===== src/rtl/fourier_series_point_evaluator_unit_defines.svh =====
// Assertion macros for the Fourier series point evaluator.
`ifndef FOURIER_SERIES_POINT_EVALUATOR_UNIT_DEFINES_SVH
`define FOURIER_SERIES_POINT_EVALUATOR_UNIT_DEFINES_SVH
`ifndef ASSERT_OFF
// same-cycle implication
`define FSPE_ASSERT_IMP(lbl, ck, rn, ante, cons, msg) \
  lbl: assert property (@(posedge ck) disable iff (!rn) (ante) |-> (cons)) else $error(msg);
// next-cycle implication
`define FSPE_ASSERT_NXT(lbl, ck, rn, ante, cons, msg) \
  lbl: assert property (@(posedge ck) disable iff (!rn) (ante) |=> (cons)) else $error(msg);
`else
`define FSPE_ASSERT_IMP(lbl, ck, rn, ante, cons, msg)
`define FSPE_ASSERT_NXT(lbl, ck, rn, ante, cons, msg)
`endif
`endif


===== src/rtl/fspe_pkg.sv =====
package fspe_pkg;

  localparam int IN_DATA_W  = 208;
  localparam int IN_USER_W  = 4;
  localparam int OUT_DATA_W = 96;
  localparam int OUT_USER_W = 1;
  localparam int CFG_IDX_W  = 3;
  localparam int CFG_DATA_W = 6;
  localparam int CNT_REG_W  = 5;
  localparam int SIZE_REG_W = 6;
  localparam int IDX_W      = 12;
  localparam int WORD_W     = 32;
  localparam int OUT_W      = 48;
  localparam int SC_W       = 18;
  localparam int CRD_W      = 34;
  localparam int ACC_W      = 64;

  localparam logic [1:0] REQ_COEF = 2'd0;
  localparam logic [1:0] REQ_WAVE = 2'd1;
  localparam logic [1:0] REQ_EVAL = 2'd2;

  localparam logic [1:0] AXIS_X = 2'd0;
  localparam logic [1:0] AXIS_Y = 2'd1;
  localparam logic [1:0] AXIS_Z = 2'd2;

  localparam logic [CFG_IDX_W-1:0] CFG_COUNT_X = 3'd0;
  localparam logic [CFG_IDX_W-1:0] CFG_COUNT_Y = 3'd1;
  localparam logic [CFG_IDX_W-1:0] CFG_COUNT_Z = 3'd2;
  localparam logic [CFG_IDX_W-1:0] CFG_SIZE_X  = 3'd3;
  localparam logic [CFG_IDX_W-1:0] CFG_SIZE_Y  = 3'd4;
  localparam logic [CFG_IDX_W-1:0] CFG_SIZE_Z  = 3'd5;

  // round(2^32 / (2*pi))
  localparam logic [29:0] INV_TWO_PI = 30'd683565276;
  localparam logic signed [CRD_W-1:0] CORDIC_X0 = 34'sd652032874;
  localparam logic signed [OUT_W-1:0] OUT_MAX = {1'b0, {(OUT_W-1){1'b1}}};
  localparam logic signed [OUT_W-1:0] OUT_MIN = {1'b1, {(OUT_W-1){1'b0}}};

  typedef enum logic [1:0] {ST_IDLE, ST_ISSUE, ST_DRAIN, ST_FINISH} state_t;

  typedef struct packed {
    logic load_coef;
    logic load_wave;
    logic start;
    logic issue;
    logic emit;
  } cmd_t;

  typedef struct packed {
    logic last_term;
    logic empty_series;
    logic busy;
  } sts_t;

  // arctan(2^-i) in turns, Q0.32
  function automatic logic [31:0] atan_turns(input int i);
    logic [31:0] v;
    begin
      case (i)
        0:  v = 32'h20000000;
        1:  v = 32'h12E4051D;
        2:  v = 32'h09FB385B;
        3:  v = 32'h051111D4;
        4:  v = 32'h028B0D43;
        5:  v = 32'h0145D7E1;
        6:  v = 32'h00A2F61E;
        7:  v = 32'h00517C55;
        8:  v = 32'h0028BE53;
        9:  v = 32'h00145F2E;
        10: v = 32'h000A2F98;
        11: v = 32'h000517CC;
        12: v = 32'h00028BE6;
        13: v = 32'h000145F3;
        14: v = 32'h0000A2F9;
        15: v = 32'h0000517C;
        16: v = 32'h000028BE;
        17: v = 32'h0000145F;
        18: v = 32'h00000A2F;
        19: v = 32'h00000517;
        20: v = 32'h0000028B;
        21: v = 32'h00000145;
        22: v = 32'h000000A2;
        23: v = 32'h00000051;
        24: v = 32'h00000028;
        25: v = 32'h00000014;
        26: v = 32'h0000000A;
        27: v = 32'h00000005;
        28: v = 32'h00000002;
        29: v = 32'h00000001;
        default: v = 32'h00000000;
      endcase
      return v;
    end
  endfunction

endpackage


===== src/rtl/fspe_ctrl.sv =====
module fspe_ctrl (
  input  logic            clk,
  input  logic            rst_n,
  input  logic            in_tvalid,
  input  logic [1:0]      in_req,
  output logic            in_tready,
  output logic            out_tvalid,
  input  logic            out_tready,
  input  fspe_pkg::sts_t  sts,
  output fspe_pkg::cmd_t  cmd,
  output fspe_pkg::state_t state
);
  import fspe_pkg::*;

  state_t state_r, state_nxt;
  logic   out_valid_r, out_valid_nxt;

  always_ff @(posedge clk) begin
    if (!rst_n) begin
      state_r     <= ST_IDLE;
      out_valid_r <= 1'b0;
    end else begin
      state_r     <= state_nxt;
      out_valid_r <= out_valid_nxt;
    end
  end

  always_comb begin
    state_nxt     = state_r;
    cmd           = '0;
    in_tready     = 1'b0;
    out_valid_nxt = out_valid_r && !out_tready;
    unique case (state_r)
      ST_IDLE: begin
        in_tready = 1'b1;
        if (in_tvalid) begin
          unique case (in_req)
            REQ_COEF: cmd.load_coef = 1'b1;
            REQ_WAVE: cmd.load_wave = 1'b1;
            REQ_EVAL: begin
              cmd.start = 1'b1;
              state_nxt = ST_ISSUE;
            end
            default: ;
          endcase
        end
      end
      ST_ISSUE: begin
        if (sts.empty_series) begin
          state_nxt = ST_DRAIN;
        end else begin
          cmd.issue = 1'b1;
          if (sts.last_term) begin
            state_nxt = ST_DRAIN;
          end
        end
      end
      ST_DRAIN: begin
        if (!sts.busy) begin
          state_nxt = ST_FINISH;
        end
      end
      ST_FINISH: begin
        // previous result must be gone before the output register reloads
        if (!out_valid_r || out_tready) begin
          cmd.emit      = 1'b1;
          out_valid_nxt = 1'b1;
          state_nxt     = ST_IDLE;
        end
      end
      default: state_nxt = ST_IDLE;
    endcase
  end

  assign out_tvalid = out_valid_r;
  assign state      = state_r;

endmodule


===== config.mk =====
export PLATFORM = sky130hd
export DESIGN_NAME = fspe_ctrl
export DESIGN_NICKNAME = d
export VERILOG_FILES = /design/src/rtl/fourier_series_point_evaluator_unit_defines.svh /design/src/rtl/fspe_pkg.sv /design/src/rtl/fspe_ctrl.sv
export SDC_FILE = /design/constraint.sdc
export NUM_CORES = 1
export LEC_CHECK = 0
export BUFFER_PORTS_ARGS = -buffer_cell sky130_fd_sc_hd__buf_2
export CAP_MARGIN = 20
export CORE_AREA = 2 2 39 41
export DETAILED_ROUTE_END_ITERATION = 10
export DIE_AREA = 0 0 41 43
export SYNTH_ARGS = -nofsm -noshare
export SYNTH_HDL_FRONTEND = slang
export SYNTH_SLANG_ARGS = --single-unit

===== constraint.sdc =====
create_clock -name clk -period 3.4 [get_ports clk]
set_input_delay 0.17 -clock clk [delete_from_list [all_inputs] [get_ports clk]]
set_output_delay 0.17 -clock clk [all_outputs]
set_load 0.1 [all_outputs]

==> impl_metrics.xml <==
<?xml version="1.0" encoding="UTF-8"?>
<metrics>
  <group name="timing">
    <metric name="period_utilization_post_route" unit="">0.531</metric>
    <metric name="timing.setup.tns" unit="ps">0</metric>
    <metric name="setup_viol" unit="">0</metric>
    <metric name="finalHoldViolations" unit="">0</metric>
    <metric name="grt_setup_unrepaired" unit="">false</metric>
    <metric name="timing.final.crit_period" unit="ps">1810</metric>
    <metric name="max_freq" unit="MHz">553</metric>
    <metric name="timing_worst_slew_pin_value" unit="ps">489</metric>
    <metric name="maxSlewViolCount" unit="">0</metric>
    <metric name="max-slew-margin-rel" unit="">0.677</metric>
    <metric name="clock_skew" unit="ps">0.214</metric>
    <metric name="setup_slack" unit="ps">1590</metric>
  </group>
  <group name="route">
    <metric name="routed_wl" unit="um">593</metric>
    <metric name="post_detailed_route_count_of_antenna_violating_nets" unit="">0</metric>
    <metric name="drt-initial-drc-count" unit="">3</metric>
    <metric name="drc" unit="">0</metric>
    <metric name="routed_wire_length_per_instance" unit="um">8.85</metric>
    <metric name="drt-pass1-iter-count" unit="">4</metric>
    <metric name="dr_total_vias" unit="">274</metric>
    <metric name="routed_via_density" unit="">4.09</metric>
  </group>
  <group name="clocking">
    <metric name="cts_max_path_buffers" unit="">2</metric>
    <metric name="insertion_delay" unit="ps">230</metric>
    <metric name="cts_buffers" unit="">3</metric>
    <metric name="cts-root-buf" unit="">sky130_fd_sc_hd__clkbuf_4</metric>
    <metric name="h-tree-depth" unit="">1</metric>
    <metric name="cts_hold_buf" unit="">0</metric>
    <metric name="path_clk_slew" unit="ps">30</metric>
    <metric name="cts_tree" unit="">built</metric>
    <metric name="cts_sinks" unit="">3</metric>
    <metric name="post_cts.repair.setup_buffers" unit="">0</metric>
    <metric name="cts_repair_resize_count" unit="">0</metric>
  </group>
  <group name="floorplan">
    <metric name="width_of_the_die" unit="um">41</metric>
    <metric name="floorplan.initialDensity" unit="">0.185</metric>
    <metric name="fp.coreArea" unit="sq mm">0.00138</metric>
    <metric name="dieArea" unit="sq mm">0.00176</metric>
    <metric name="die_height" unit="um">43</metric>
    <metric name="pin_count" unit="">18</metric>
    <metric name="core.rowCount" unit="">14</metric>
  </group>
  <group name="min_path">
    <metric name="hold_path_startpoint" unit="">rst_n</metric>
    <metric name="min-delay-path-class" unit="">input pin to register</metric>
  </group>
  <group name="placement">
    <metric name="dp.cells" unit="">63</metric>
    <metric name="detailed_place_hpwl" unit="um">513</metric>
    <metric name="globalplace.congestion" unit="">0.596</metric>
    <metric name="placement.io_buffers" unit="">17</metric>
    <metric name="pre_cts_slack" unit="ps">1820</metric>
  </group>
  <group name="critical_path">
    <metric name="cp_data_arrival_time" unit="ps">1640</metric>
    <metric name="timing.critical_path.to_type" unit="">output pin</metric>
    <metric name="timing.setup.critical_path_class" unit="">register to output pin</metric>
    <metric name="reg2reg_from" unit="">state[1]</metric>
    <metric name="worst_setup_path_startpoint" unit="">state[0]</metric>
    <metric name="critical_path_peak_fanout" unit="">4</metric>
    <metric name="timing.critical_path.from_type" unit="">register</metric>
    <metric name="critical_path_data_required_time" unit="ps">3230</metric>
  </group>
  <group name="synthesis">
    <metric name="ys.warnings.count" unit="">0</metric>
    <metric name="postSynthAreaPerCell" unit="sq um">8.55</metric>
    <metric name="synthesized_area" unit="sq um">256</metric>
    <metric name="synthesis.instances" unit="">30</metric>
    <metric name="yosys.cell_types.count" unit="">14</metric>
    <metric name="synthesis.nets" unit="">43</metric>
    <metric name="synth.yosys.seq_area_share" unit="">0.234</metric>
    <metric name="ys_ff_latch" unit="">3</metric>
  </group>
  <group name="flow_run">
    <metric name="max_cap_viol_count" unit="">0</metric>
  </group>
  <group name="status">
    <metric name="outcome" unit="">complete, no violations</metric>
  </group>
  <group name="finish">
    <metric name="post_route_cells_drive_above_1_share" unit="">0.529</metric>
    <metric name="final_instance_count_without_filler_cells" unit="">67</metric>
    <metric name="syn_to_final_growth" unit="%">57.1</metric>
    <metric name="final_cell_mix" unit="">sky130_fd_sc_hd__buf_2 (17), sky130_fd_sc_hd__nand2_1 (5), sky130_fd_sc_hd__inv_1 (4), sky130_fd_sc_hd__ha_1 (4)</metric>
    <metric name="n_antenna_cell" unit="">0</metric>
    <metric name="layout_commonest_cell" unit="">sky130_fd_sc_hd__buf_2</metric>
    <metric name="nets" unit="">65</metric>
  </group>
  <group name="global_routing">
    <metric name="grt_pass1_wl" unit="um">759</metric>
    <metric name="grt_usage" unit="">0.0742</metric>
    <metric name="overall_overflow_remaining_after_global_route" unit="">0</metric>
    <metric name="grt_max_degree" unit="">6</metric>
    <metric name="grt_pass1_vias" unit="">219</metric>
    <metric name="antenna_violations_before_repair" unit="">0</metric>
  </group>
</metrics>
[through the flow]
stage          hold WS (ps)  utilization  cell area, sq um
2_1_floorplan           315            -               272
3_3_place_gp            453        0.272               377
3_5_place_dp            457        0.272               377
4_1_cts                 207        0.291               403
5_1_grt                 227        0.291               403
6_report                217        0.291               403
[worst max-delay path, stage by stage, from the launching register on]
cell and delay [ps]:
sky130_fd_sc_hd__dfxtp_1 320, sky130_fd_sc_hd__inv_1 110, sky130_fd_sc_hd__ha_1 220, sky130_fd_sc_hd__nand2_1 130, sky130_fd_sc_hd__nor3b_2 180, sky130_fd_sc_hd__buf_2 440
[cell families after synthesis]
kind of cell    count (synthesis)  share of synthesized area
buf+inv                         4                     0.0585
mux                             1                     0.0390
compound gates                  2                      0.107
flops                           3                      0.234
simple gates                   16                      0.366
fa+ha+maj                       4                      0.195
[cell usage after synthesis]
cell type / n / area, sq um
sky130_fd_sc_hd__nor2_1: 3 / 11.3
sky130_fd_sc_hd__nand3_2: 1 / 10.0
sky130_fd_sc_hd__nor2b_1: 2 / 12.5
sky130_fd_sc_hd__a22oi_2: 1 / 12.5
sky130_fd_sc_hd__inv_1: 4 / 15.0
sky130_fd_sc_hd__a221oi_2: 1 / 15.0
sky130_fd_sc_hd__nand2_1: 5 / 18.8
sky130_fd_sc_hd__mux2i_1: 1 / 10.0
sky130_fd_sc_hd__dfxtp_1: 3 / 60.1
sky130_fd_sc_hd__nor2b_4: 1 / 13.8
sky130_fd_sc_hd__nor3b_1: 2 / 15.0
sky130_fd_sc_hd__ha_1: 4 / 50.1
sky130_fd_sc_hd__nor3_1: 1 / 5.00
sky130_fd_sc_hd__nand3b_1: 1 / 7.51
[layout make-up]
class                           instances  area [sq um]
Multi-Input combinational cell         23           196
Tap cell                               16          20.0
Sequential cell                         3          60.1
Inverter                                4          15.0
Clock buffer                            4          26.3
Timing Repair Buffer                   17          85.1
Fill cell                             151           981
[metal layers]
metal,track usage,up-vias,wire (um)
met2,0.122,13,305
met4,0.0600,0,6
met5,0,-,0
li1,-,142,-
met3,0.0628,2,67
met1,0.0449,117,215
[sequential cells by signal (all words and copies together), names as in the netlist]
name	flops
out_tvalid	1
state	2
[final timing paths]
path | to | slack (ps) | depth (start not counted)
hold reg to reg | state[1] | 510 | 2
setup / recovery | cmd[3] | 1590 | 5
hold / removal | state[1] | 220 | 3
setup reg to reg | state[0] | 1900 | 6
Power is not shown: default switching activity piles up to over one toggle a cycle in this logic, so the estimate is an artifact.
